==> src/design/assert_macros.svh <==
// assertion macros shared by the parser rtl
// no dependencies; empty bodies when SYNTHESIS is defined
`ifndef ASSERT_MACROS_SVH
`define ASSERT_MACROS_SVH

`ifndef SYNTHESIS

`define ASSERT_ALWAYS(label, clk, rst, prop, msg) \
  label: assert property (@(posedge clk) disable iff (rst) (prop)) else $error(msg);

`define ASSERT_IMPLY(label, clk, rst, ante, cons, msg) \
  label: assert property (@(posedge clk) disable iff (rst) (ante) |-> (cons)) else $error(msg);

`define ASSERT_NEXT(label, clk, rst, ante, cons, msg) \
  label: assert property (@(posedge clk) disable iff (rst) (ante) |=> (cons)) else $error(msg);

`else

`define ASSERT_ALWAYS(label, clk, rst, prop, msg)

`define ASSERT_IMPLY(label, clk, rst, ante, cons, msg)

`define ASSERT_NEXT(label, clk, rst, ante, cons, msg)

`endif

`endif

==> src/design/ifp_pkg.sv <==
// types and constants of the frame parser
// no dependencies
`default_nettype none

package ifp_pkg;

  localparam int FRAME_LEN = 11;
  localparam int POS_W     = 4;

  localparam logic [POS_W-1:0] POS_HEADER = POS_W'(0);
  localparam logic [POS_W-1:0] POS_TYPE   = POS_W'(1);
  localparam logic [POS_W-1:0] POS_CHECK  = POS_W'(FRAME_LEN - 1);

  // byte positions of the low bytes of the four words
  localparam int POS_WORD_A = 2;
  localparam int POS_WORD_B = 4;
  localparam int POS_WORD_C = 6;
  localparam int POS_WORD_D = 8;

  localparam int CFG_IDX_W = 2;
  typedef enum logic [CFG_IDX_W-1:0] {
    CFG_HEADER   = 2'd0,
    CFG_TYPE_MIN = 2'd1,
    CFG_TYPE_MAX = 2'd2
  } cfg_idx_t;

  localparam logic [7:0] HEADER_RESET   = 8'h55;
  localparam logic [7:0] TYPE_MIN_RESET = 8'h50;
  localparam logic [7:0] TYPE_MAX_RESET = 8'h5F;

  typedef enum logic [1:0] {
    STATUS_OK   = 2'd0,
    STATUS_TYPE = 2'd1,
    STATUS_SUM  = 2'd2
  } status_t;

  // one accepted byte tagged with its frame position
  typedef struct packed {
    logic [7:0]       rx_byte;
    logic [POS_W-1:0] pos;
  } entry_t;

  typedef struct packed {
    logic [7:0] type_min;
    logic [7:0] type_max;
  } type_range_t;

endpackage

`default_nettype wire

==> src/design/ifp_if.sv <==
// valid/ready channel interfaces of the frame parser
// depends on ifp_pkg
`default_nettype none

interface ifp_byte_if;
  logic       valid;
  logic       ready;
  logic [7:0] rx_byte;

  modport source (output valid, output rx_byte, input ready);
  modport sink (input valid, input rx_byte, output ready);
endinterface

interface ifp_frame_if;
  import ifp_pkg::*;
  logic        valid;
  logic        ready;
  status_t     frame_status;
  logic [7:0]  frame_type;
  logic signed [15:0] word_a;
  logic signed [15:0] word_b;
  logic signed [15:0] word_c;
  logic signed [15:0] word_d;

  modport source (output valid, output frame_status, output frame_type,
                  output word_a, output word_b, output word_c, output word_d,
                  input ready);
  modport sink (input valid, input frame_status, input frame_type,
                input word_a, input word_b, input word_c, input word_d,
                output ready);
endinterface

interface ifp_cfg_if;
  import ifp_pkg::*;
  logic                 valid;
  logic                 ready;
  logic [CFG_IDX_W-1:0] index;
  logic [7:0]           data;

  modport source (output valid, output index, output data, input ready);
  modport sink (input valid, input index, input data, output ready);
endinterface

`default_nettype wire

==> src/design/imu_uart_frame_parser.sv <==
// top level of the serial frame parser: config registers, front end, queue, back end
// depends on ifp_pkg, ifp_if, ifp_front, ifp_queue, ifp_back
`default_nettype none

// Takes one received byte per cycle on rx and emits one result per completed
// eleven-byte frame on result (status, type byte, four little-endian signed words).
// Bytes arriving at position 0 that do not match header_value are dropped.
// Sustained rate is one byte per cycle while the queue is not full. The front tags
// the last byte of a frame and the queue stores it at the accepting edge; the back
// end checks it into the result register when it pops it. The queue of QUEUE_DEPTH
// entries lets the front keep taking bytes while a result waits on result.ready.
// Config writes on cfg complete in the cycle they are presented; indexes beyond
// type_max are ignored. There is no clearing pass after reset.
module imu_uart_frame_parser #(
  parameter int QUEUE_DEPTH = 2
) (
  input  wire logic clk,
  input  wire logic rst,
  ifp_byte_if.sink     rx,
  ifp_frame_if.source  result,
  ifp_cfg_if.sink      cfg
);
  import ifp_pkg::*;

  logic        [7:0] header_value;
  type_range_t       type_range;
  logic              push;
  entry_t            push_entry;
  logic              q_not_full;
  logic              q_not_empty;
  logic              pop;
  entry_t            head;

  assign cfg.ready = 1'b1;

  always_ff @(posedge clk) begin
    if (rst) begin
      header_value        <= HEADER_RESET;
      type_range.type_min <= TYPE_MIN_RESET;
      type_range.type_max <= TYPE_MAX_RESET;
    end else if (cfg.valid && cfg.ready) begin
      case (cfg_idx_t'(cfg.index))
        CFG_HEADER:   header_value        <= cfg.data;
        CFG_TYPE_MIN: type_range.type_min <= cfg.data;
        CFG_TYPE_MAX: type_range.type_max <= cfg.data;
        default: ;
      endcase
    end
  end

  ifp_front u_front (
    .clk          (clk),
    .rst          (rst),
    .rx           (rx),
    .header_value (header_value),
    .q_ready      (q_not_full),
    .push         (push),
    .push_entry   (push_entry)
  );

  ifp_queue #(
    .DEPTH (QUEUE_DEPTH)
  ) u_queue (
    .clk        (clk),
    .rst        (rst),
    .push       (push),
    .push_entry (push_entry),
    .not_full   (q_not_full),
    .not_empty  (q_not_empty),
    .pop        (pop),
    .head       (head)
  );

  ifp_back u_back (
    .clk        (clk),
    .rst        (rst),
    .q_valid    (q_not_empty),
    .head       (head),
    .pop        (pop),
    .type_range (type_range),
    .result     (result)
  );

endmodule

`default_nettype wire

==> src/design/ifp_front.sv <==
// front end: accepts bytes, drops stray bytes before a header, tags each kept byte
// with its frame position; depends on ifp_pkg, ifp_if, assert_macros.svh
`default_nettype none

module ifp_front (
  input  wire logic          clk,
  input  wire logic          rst,
  ifp_byte_if.sink           rx,
  input  wire logic [7:0]    header_value,
  input  wire logic          q_ready,
  output logic               push,
  output ifp_pkg::entry_t    push_entry
);
  import ifp_pkg::*;

  `include "assert_macros.svh"

  logic [POS_W-1:0] pos;
  logic [POS_W-1:0] pos_next;
  logic             accept;
  logic             drop;

  assign rx.ready = q_ready;
  assign accept   = rx.valid && rx.ready;
  assign drop     = (pos == POS_HEADER) && (rx.rx_byte != header_value);
  assign push     = accept && !drop;

  assign push_entry.rx_byte = rx.rx_byte;
  assign push_entry.pos     = pos;

  always_comb begin
    pos_next = pos;
    if (push) begin
      pos_next = (pos == POS_CHECK) ? POS_HEADER : pos + POS_W'(1);
    end
  end

  always_ff @(posedge clk) begin
    if (rst) begin
      pos <= POS_HEADER;
    end else begin
      pos <= pos_next;
    end
  end

  `ASSERT_NEXT(a_wrap_after_check, clk, rst, push && (pos == POS_CHECK), pos == POS_HEADER, "position did not wrap after checksum byte")
  `ASSERT_IMPLY(a_pos_in_frame, clk, rst, 1'b1, pos <= POS_CHECK, "position beyond frame")

endmodule

`default_nettype wire

==> src/design/ifp_queue.sv <==
// short fifo of tagged bytes between front and back end
// depends on ifp_pkg, assert_macros.svh
`default_nettype none

module ifp_queue #(
  parameter int DEPTH = 2
) (
  input  wire logic       clk,
  input  wire logic       rst,
  input  wire logic       push,
  input  wire ifp_pkg::entry_t push_entry,
  output logic            not_full,
  output logic            not_empty,
  input  wire logic       pop,
  output ifp_pkg::entry_t head
);
  import ifp_pkg::*;

  `include "assert_macros.svh"

  localparam int PTR_W = (DEPTH > 1) ? $clog2(DEPTH) : 1;
  localparam int CNT_W = $clog2(DEPTH + 1);
  localparam logic [PTR_W-1:0] LAST_PTR = PTR_W'(DEPTH - 1);

  entry_t           mem [DEPTH];
  logic [PTR_W-1:0] wr_ptr;
  logic [PTR_W-1:0] rd_ptr;
  logic [CNT_W-1:0] count;

  assign not_full  = (count != CNT_W'(DEPTH));
  assign not_empty = (count != '0);
  assign head      = mem[rd_ptr];

  always_ff @(posedge clk) begin
    if (push) begin
      mem[wr_ptr] <= push_entry;
    end
  end

  always_ff @(posedge clk) begin
    if (rst) begin
      wr_ptr <= '0;
      rd_ptr <= '0;
      count  <= '0;
    end else begin
      if (push) begin
        wr_ptr <= (wr_ptr == LAST_PTR) ? '0 : wr_ptr + PTR_W'(1);
      end
      if (pop) begin
        rd_ptr <= (rd_ptr == LAST_PTR) ? '0 : rd_ptr + PTR_W'(1);
      end
      case ({push, pop})
        2'b10:   count <= count + CNT_W'(1);
        2'b01:   count <= count - CNT_W'(1);
        default: count <= count;
      endcase
    end
  end

  `ASSERT_IMPLY(a_no_overflow, clk, rst, push, not_full, "push into full queue")
  `ASSERT_IMPLY(a_no_underflow, clk, rst, pop, not_empty, "pop from empty queue")
  `ASSERT_ALWAYS(a_count_bound, clk, rst, count <= CNT_W'(DEPTH), "queue count beyond depth")

endmodule

`default_nettype wire

==> src/design/ifp_back.sv <==
// back end: stores frame bytes, keeps the running sum, checks type and checksum
// and holds the result register; depends on ifp_pkg, ifp_if, assert_macros.svh
`default_nettype none

module ifp_back (
  input  wire logic          clk,
  input  wire logic          rst,
  input  wire logic          q_valid,
  input  wire ifp_pkg::entry_t head,
  output logic               pop,
  input  wire ifp_pkg::type_range_t type_range,
  ifp_frame_if.source        result
);
  import ifp_pkg::*;

  `include "assert_macros.svh"

  // bytes from the type byte up to the last data byte
  logic [7:0] frame_bytes [POS_TYPE:POS_CHECK-POS_W'(1)];
  logic [7:0] running_sum;
  logic       out_valid;
  logic       is_last;
  logic       is_body;
  logic       type_bad;
  logic       sum_bad;
  status_t    status_next;

  assign is_last = (head.pos == POS_CHECK);
  assign is_body = (head.pos >= POS_TYPE) && (head.pos < POS_CHECK);
  assign pop     = q_valid && (!is_last || !out_valid || result.ready);

  assign type_bad = (frame_bytes[POS_TYPE] < type_range.type_min) ||
                    (frame_bytes[POS_TYPE] > type_range.type_max);
  assign sum_bad  = (running_sum != head.rx_byte);

  always_comb begin
    if (type_bad) begin
      status_next = STATUS_TYPE;
    end else if (sum_bad) begin
      status_next = STATUS_SUM;
    end else begin
      status_next = STATUS_OK;
    end
  end

  always_ff @(posedge clk) begin
    if (pop && is_body) begin
      frame_bytes[head.pos] <= head.rx_byte;
    end
  end

  always_ff @(posedge clk) begin
    if (rst) begin
      running_sum <= '0;
      out_valid   <= 1'b0;
    end else begin
      if (pop && !is_last) begin
        running_sum <= (head.pos == POS_HEADER) ? head.rx_byte : running_sum + head.rx_byte;
      end
      if (pop && is_last) begin
        out_valid <= 1'b1;
      end else if (result.ready) begin
        out_valid <= 1'b0;
      end
    end
  end

  always_ff @(posedge clk) begin
    if (pop && is_last) begin
      result.frame_status <= status_next;
      result.frame_type   <= frame_bytes[POS_TYPE];
      result.word_a <= {frame_bytes[POS_WORD_A + 1], frame_bytes[POS_WORD_A]};
      result.word_b <= {frame_bytes[POS_WORD_B + 1], frame_bytes[POS_WORD_B]};
      result.word_c <= {frame_bytes[POS_WORD_C + 1], frame_bytes[POS_WORD_C]};
      result.word_d <= {frame_bytes[POS_WORD_D + 1], frame_bytes[POS_WORD_D]};
    end
  end

  assign result.valid = out_valid;

  `ASSERT_IMPLY(a_no_result_overwrite, clk, rst, pop && is_last && out_valid,
                result.ready, "result overwritten while waiting")
  `ASSERT_NEXT(a_result_raised, clk, rst, pop && is_last, out_valid,
               "frame end did not raise result")
  `ASSERT_IMPLY(a_status_code, clk, rst, out_valid, result.frame_status != 2'd3,
                "undefined status code")

endmodule

`default_nettype wire
==> src/flat_wrapper.sv <==
// flat-port wrapper written by rule: the top's interface ports become plain ports
module imu_uart_frame_parser_flat import ifp_pkg::*;
#(
  parameter int QUEUE_DEPTH = 2
)
  (clk, rst, rx_valid, rx_rx_byte, rx_ready, result_valid, result_frame_status, result_frame_type, result_word_a, result_word_b, result_word_c, result_word_d, result_ready, cfg_valid, cfg_index, cfg_data, cfg_ready);
  ifp_byte_if rx_i ();
  ifp_frame_if result_i ();
  ifp_cfg_if cfg_i ();
  input  wire logic clk;
  input  wire logic rst;
  input wire logic [$bits(rx_i.valid)-1:0] rx_valid;
  input wire logic [$bits(rx_i.rx_byte)-1:0] rx_rx_byte;
  output wire logic [$bits(rx_i.ready)-1:0] rx_ready;
  output wire logic [$bits(result_i.valid)-1:0] result_valid;
  output wire logic [$bits(result_i.frame_status)-1:0] result_frame_status;
  output wire logic [$bits(result_i.frame_type)-1:0] result_frame_type;
  output wire logic [$bits(result_i.word_a)-1:0] result_word_a;
  output wire logic [$bits(result_i.word_b)-1:0] result_word_b;
  output wire logic [$bits(result_i.word_c)-1:0] result_word_c;
  output wire logic [$bits(result_i.word_d)-1:0] result_word_d;
  input wire logic [$bits(result_i.ready)-1:0] result_ready;
  input wire logic [$bits(cfg_i.valid)-1:0] cfg_valid;
  input wire logic [$bits(cfg_i.index)-1:0] cfg_index;
  input wire logic [$bits(cfg_i.data)-1:0] cfg_data;
  output wire logic [$bits(cfg_i.ready)-1:0] cfg_ready;
  assign rx_i.valid = rx_valid;
  assign rx_i.rx_byte = rx_rx_byte;
  assign rx_ready = rx_i.ready;
  assign result_valid = result_i.valid;
  assign result_frame_status = result_i.frame_status;
  assign result_frame_type = result_i.frame_type;
  assign result_word_a = result_i.word_a;
  assign result_word_b = result_i.word_b;
  assign result_word_c = result_i.word_c;
  assign result_word_d = result_i.word_d;
  assign result_i.ready = result_ready;
  assign cfg_i.valid = cfg_valid;
  assign cfg_i.index = cfg_index;
  assign cfg_i.data = cfg_data;
  assign cfg_ready = cfg_i.ready;
  imu_uart_frame_parser #(.QUEUE_DEPTH(QUEUE_DEPTH)) u_core (.clk(clk), .rst(rst), .rx(rx_i), .result(result_i), .cfg(cfg_i));
endmodule
==> config.mk <==
export PLATFORM = sky130hd
export DESIGN_NAME = imu_uart_frame_parser_flat
export DESIGN_NICKNAME = d
export VERILOG_FILES = /design/src/design/ifp_pkg.sv /design/src/design/ifp_if.sv /design/src/design/imu_uart_frame_parser.sv /design/src/design/ifp_front.sv /design/src/design/ifp_queue.sv /design/src/design/ifp_back.sv /design/src/flat_wrapper.sv
export VERILOG_INCLUDE_DIRS = /design/src /design/src/design
export SDC_FILE = /design/constraint.sdc
export NUM_CORES = 1
export LEC_CHECK = 0
export CORE_MARGIN = 2
export CORE_UTILIZATION = 56
export DETAILED_ROUTE_END_ITERATION = 8
export DONT_BUFFER_PORTS = 1
export GPL_ROUTABILITY_DRIVEN = 0
export GPL_TIMING_DRIVEN = 0
export MAX_ROUTING_LAYER = met4
export PLACE_DENSITY = 0.81
export SYNTH_ARGS = -nofsm -noshare
export SYNTH_HDL_FRONTEND = slang
export SYNTH_SLANG_ARGS = --single-unit
==> constraint.sdc <==
create_clock -name clk -period 3.1 [get_ports clk]
set_input_delay 0.155 -clock clk [delete_from_list [all_inputs] [get_ports clk]]
set_output_delay 0.155 -clock clk [all_outputs]
set_load 0.02 [all_outputs]
Word level (Yosys, flattened, before mapping)
Memories as Yosys holds them, arrays and structs flattened. A register that Yosys moved wholly into a read port is not among the register bits.
Index checks and enable logic that the tools add are counted.
W data, S select, Z words.
{ "word_totals": {"register_bits": 51, "ram_bits": 96, "in_bits": 23, "output_inout_bits": 77, "elab_cells": 69, "mem_count": 2} }
{ "memory_table": {"columns": ["name", "words", "word_bits", "read_ports", "rd_clocked_by_memory_dff", "wr", "line_no", "source"], "rows": [
  ["u_core.u_back.frame_bytes", 9, 8, 9, 8, 1, "ifp_back.sv:19", "logic [7:0] frame_bytes [POS_TYPE:POS_CHECK-POS_W'(1)];"],
  ["u_core.u_queue.mem", 2, 12, 1, 1, 1, "ifp_queue.sv:25", "entry_t mem [DEPTH];"]
]} }
{ "op_classes": {"n_addsub": 6, "n_lt_le_gt_ge": 4, "eq_ne": 9, "muxes": 14, "reduce_logical": 23} }
{ "ops": {"columns": ["cell", "count"], "rows": [
  ["$ne A8 B8 Y1", 2],
  ["$mux W1", 10],
  ["$add A8 B8 Y8", 1],
  ["$eq A4 B4 Y1 const B", 2],
  ["$gt A8 B8 Y1", 1],
  ["$logic_and A1 B1 Y1", 8],
  ["$logic_not A4 Y1", 2],
  ["$lt A8 B8 Y1", 1],
  ["$mux W8", 1],
  ["$reduce_and A2 Y1", 3],
  ["$reduce_bool A2 Y1", 3],
  ["$add A4 B1 Y4 const B", 1],
  ["$eq A2 B1 Y1 const B", 2],
  ["$eq A2 B2 Y1 const B", 2],
  ["$ge A4 B1 Y1 const B", 1],
  ["$lt A4 B4 Y1 const B", 1],
  ["$mux W4", 1],
  ["$pmux W2 S2", 1],
  ["$logic_not A1 Y1", 3],
  ["$logic_or A1 B1 Y1", 3],
  ["$add A1 B1 Y1 const B", 2],
  ["$add A2 B1 Y2 const B", 1],
  ["$logic_not A2 Y1", 1],
  ["$mux W2", 1],
  ["2 further kinds", 2]
]} }

Logic depth before layout (Yosys ltp)
{ "logic_depth": {"ltp_word": 8, "depth_mapped": 11, "depth_no_buf": 10} }

Cells and area by module
A second synthesis with hierarchy kept.
{ "hier_totals": {"cells_unflattened": 521, "area_unflattened_um2": 8139.1} }
{ "modules_own_cells": {"columns": ["module", "n_inst", "cells_each", "area_each_um2", "seq_area_each_um2"], "rows": [
  ["ifp_back", 1, 318, 5720.5, 4564.4],
  ["ifp_queue", 1, 59, 1066.0, 820.8],
  ["imu_uart_frame_parser", 1, 97, 982.2, 480.5],
  ["ifp_front", 1, 47, 370.4, 80.1]
]} }

Worst setup path after synthesis
No wires, ideal clock.
{ "synth_path": {"path_kind": "reg-to-reg", "from": "memory u_core.u_queue.mem[1][1] in the netlist's numbering", "to": "register u_core.u_back.result.frame_type[0], in the netlist result_frame_type[0] (read register of u_core.u_back.frame_bytes), enable pin", "setup_ns": 0.440, "arrival_time_ns": 2.790, "t_required_ns": 2.660, "setup_slack_ns": -0.130, "stages_incl_launch_ff": 4, "path_buffers": 0, "period_less_slack_ns": 3.230, "path_cell_list": "edfxtp_1 -> a32oi_1 -> o31a_1 -> and2_1"} }
{ "synth_lines": {"columns": ["element", "line_no", "source"], "rows": [
  ["from (decl)", "ifp_queue.sv:25", null],
  ["to (decl)", "ifp_if.sv:25", "modport source (output valid, output frame_status, output frame_type,"]
]} }

==> qor.yml <==
placement:
  placed_cells_incl_taps: 689
  post-dp-hpwl_mm: 9.754
  io_buffers: 0
floorplanning:
  core_area_sq_um: 13830
  chipWidth_um: 122.8
  fp.dieArea_sq_um: 15080
  starting_density_of_the_core_pct: 57.14
  die_h_um: 122.8
  io_pins: 100
  rows: 43
drt:
  route.vias.total: 4226
  average_via_count_per_standard_cell: 5.672
  wl_per_cell_um: 19.88
  wl_mm: 14.81
  dr.pass1.iters: 4
  routed_antenna_nets: 0
  drc: 0
  drt-initial-drc-count: 371
grt:
  grt_overflow_total: 0
  grt_antenna_before_repair: 0
  grt_util_all_layers_pct: 20.56
  global_route_wire_length_before_repair_mm: 22.71
  first_global_vias: 4312
  largest_net_degree_at_the_start_of_global_routing: 75
logic_synthesis:
  synth.largest_area_cell: "sky130_fd_sc_hd__edfxtp_1"
  flop_and_latch_count_out_of_synthesis: 212
  synth_enable_flop_cells: 170
  syn_nets: 556
  synthesis.instances: 509
  dominant_register_cell_in_the_synthesized_netlist: "sky130_fd_sc_hd__edfxtp_1"
  post_synth.cell_area_avg_sq_um: 15.52
  synth_top_area_share_pct: 64.61
  yosysWarningCount: 0
  postSynth.asyncResetShare_pct: 0
  ys_top_cells_by_area: "sky130_fd_sc_hd__edfxtp_1 (65%), sky130_fd_sc_hd__dfxtp_1 (11%), sky130_fd_sc_hd__ha_1 (3.6%)"
  share_of_the_yosys_chip_area_belonging_to_registers_pct: 75.25
  distinct_cell_type_count_after_synthesis: 49
  syn-cell-area_sq_um: 7901
clock_network:
  tritoncts: "done"
  insertion_delay_ns: 0.49
  post_cts_buffers: 0
  cts.clk_slew.worst_paths_ns: 0.06
  ctsRootBufferMaster: "sky130_fd_sc_hd__clkbuf_16"
  cts.sink_count: 212
  cts.htree.levels: 1
  cts_buffer_depth: 3
  cts_inserted_buffers: 20
finish:
  drive_gt1_share_pct: 9.027
  num-fill-cells: 899
  layout_commonest_cell: "sky130_fd_sc_hd__edfxtp_1"
  number_of_standard_cells_in_the_final_layout_excluding_fillers: 745
  n_antenna_cell: 0
  mostFrequentLayoutCells: "sky130_fd_sc_hd__edfxtp_1 (170), sky130_fd_sc_hd__nor2_1 (54), sky130_fd_sc_hd__dfxtp_1 (42), sky130_fd_sc_hd__inv_1 (24), sky130_fd_sc_hd__ha_1 (23)"
  nNetsFinal: 599
  synthToLayoutAreaGrowth_pct: 13.67
  multi_input_comb_area_sq_um: 1795
  seqCellArea_sq_um: 5946
sta:
  post-route-period-util_pct: 95.70
  measured_slew_at_the_worst_slew_check_pin_ns: 1.011
  timing.hold.ws_ns: 0.02074
  final.min_clock_period_ns: 2.967
  final_max_slew_viol_count: 0
  max_freq_mhz: 337.1
  timing.final.hold_violations: 0
  slew_headroom_pct: 32.36
  finalSetupViolations: 0
  timing.clock.skew_ns: 0.009509
worst_hold_path:
  timing.hold.worst_path_depth: 3
  holdCritStartpoint: "cfg_valid"
  whs_endpoint: "u_core.type_range[7]$_SDFFE_PP0P_"
  hold_path.class: "input port to flip-flop"
critical_path:
  worst_setup_path_start_kind: "flip-flop"
  critPathCaptureType: "flip-flop"
  r2r_end: "u_core.u_back.running_sum[7]$_SDFFE_PP0P_"
  worst_r2r_path_depth: 11
  worstSetupPathType: "flip-flop to flip-flop"
  crit_fanout: 10
  arrival_ns: 3.37
  cp.required_ns: 3.51
  ff2ff_setup_slack_ns: 0.13
power_and_ir_drop:
  vdd.ir_drop.worst_v: 0.0003777
  leakagePower_nw: 3.113
  cellPowerDensity_nw_per_um2: 759.0
run:
  cap_viol_max_count: 0
run_status:
  outcome: "complete, no violations"
-- layer usage --
| metal | up-vias | global-route usage [%] | routed length, um |
|---|---|---|---|
| met1 | 2061 | 25.39 | 6066 |
| li1 | 1963 | - | - |
| met3 | 28 | 4.461 | 1096 |
| met4 | 0 | 5.891 | 275 |
| met5 | - | - | 0 |
| met2 | 174 | 34.36 | 7371 |
-- area by class of cell --
cell class	count	area share, %
sequential	212	66.20
multi-input combinational	259	19.99
clock buffer	27	6.213
tap	180	2.508
timing repair buffer	21	2.340
inverter	25	1.045
buffer	13	0.9055
clock inverter	8	0.7941
-- cells by family (layout without fill, tap and decap cells) --
| kind of cell | count (synthesis) | count (layout) | synth area share [%] |
|---|---|---|---|
| fa+ha+maj | 24 | 24 | 3.896 |
| other cells | 1 | 1 | 0.04746 |
| flops | 212 | 212 | 75.25 |
| simple gates | 123 | 123 | 7.585 |
| compound gates | 74 | 74 | 6.429 |
| mux | 23 | 23 | 3.025 |
| buf+inv | 38 | 94 | 2.217 |
| xor+xnor | 14 | 14 | 1.552 |
-- power breakdown --
part / internal, mW / switching (mW) / total, mW / leakage (nW)
clock: 1.35 / 0.964 / 2.31 / 0.303
sequential: 3.31 / 0.133 / 3.44 / 1.87
combinational: 0.417 / 0.645 / 1.06 / 0.936
total: 5.07 / 1.74 / 6.82 / 3.11
-- worst max path at each step --
stage / to / slack (ns) / depth (start not counted)
after floorplan: u_core.u_back.running_sum[6]$_SDFFE_PP0P_ / 0.45 / 11
after global placement: u_core.u_back.running_sum[7]$_SDFFE_PP0P_ / 0.12 / 11
after detailed placement: u_core.u_back.running_sum[7]$_SDFFE_PP0P_ / 0.03 / 11
after CTS: u_core.u_back.running_sum[6]$_SDFFE_PP0P_ / 0.08 / 11
after global routing: u_core.u_back.running_sum[7]$_SDFFE_PP0P_ / -0.0003 / 11
final: u_core.u_back.running_sum[7]$_SDFFE_PP0P_ / 0.13 / 11
-- cell usage after synthesis, drive strengths merged (3+ instances only) --
library cell and instances:
buf 7, nor4 3, a211o 9, a21o 6
o21ai 13, nand2 19, nor2b 10, nor2 55
o21a 4, a211oi 7, mux2i 16, a31oi 3
a21oi 19, xnor2 12, nand4 4, inv 25
nand3b 4, and2 3, nand2b 9, edfxtp 170
nor3 7, mux2 7, ha 23, dfxtp 42
clkbuf 6
-- repair_timing --
action,4_1_cts,5_1_grt
setup endpoints to repair,1,3
pin swaps,0,0
gates resized for setup,1,3
hold buffers,21,0
cloned,0,0
endpoints found under the hold margin,41,0
-- critical path, cell delays in order (launching register included) --
cell and delay (ns):
sky130_fd_sc_hd__dfxtp_1 0.38, sky130_fd_sc_hd__buf_4 0.21, sky130_fd_sc_hd__buf_2 0.25, sky130_fd_sc_hd__mux2i_2 0.33, sky130_fd_sc_hd__inv_2 0.18, sky130_fd_sc_hd__ha_1 0.36, sky130_fd_sc_hd__a211oi_2 0.29, sky130_fd_sc_hd__nor2_1 0.12
sky130_fd_sc_hd__a41oi_1 0.22, sky130_fd_sc_hd__o21ai_0 0.17, sky130_fd_sc_hd__o21bai_1 0.21, sky130_fd_sc_hd__a31oi_1 0.16
-- per-stage QoR --
stage                     area, sq um  setup TNS [ns]  util (%)  setup slack [ns]  power (mW)
after floorplan                  7903               0         -            0.4483       4.233
after global placement           8128               0     58.78            0.1199       4.440
after detailed placement         8129               0     58.79           0.03402       4.487
after CTS                        8969               0     64.86           0.07911       6.821
after global routing             8981      -0.0003164     64.95        -0.0003164       7.075
final                            8981               0     64.95            0.1333       6.816
-- registers in the layout (all words and copies together) (netlist names), 2 cells and up, named ones only --
register and flops:
result_frame_type 8, u_core.u_front.pos 4, result_word_a 16, u_core.u_queue.mem 24, result_word_b 16, u_core.u_back.frame_bytes 72
u_core.u_queue.count 2, result_word_d 16, result_word_c 16, u_core.u_back.result.frame_status 2, u_core.type_range 16, u_core.u_back.running_sum 8
u_core.header_value 8
Power figures use the tool's default switching activity.
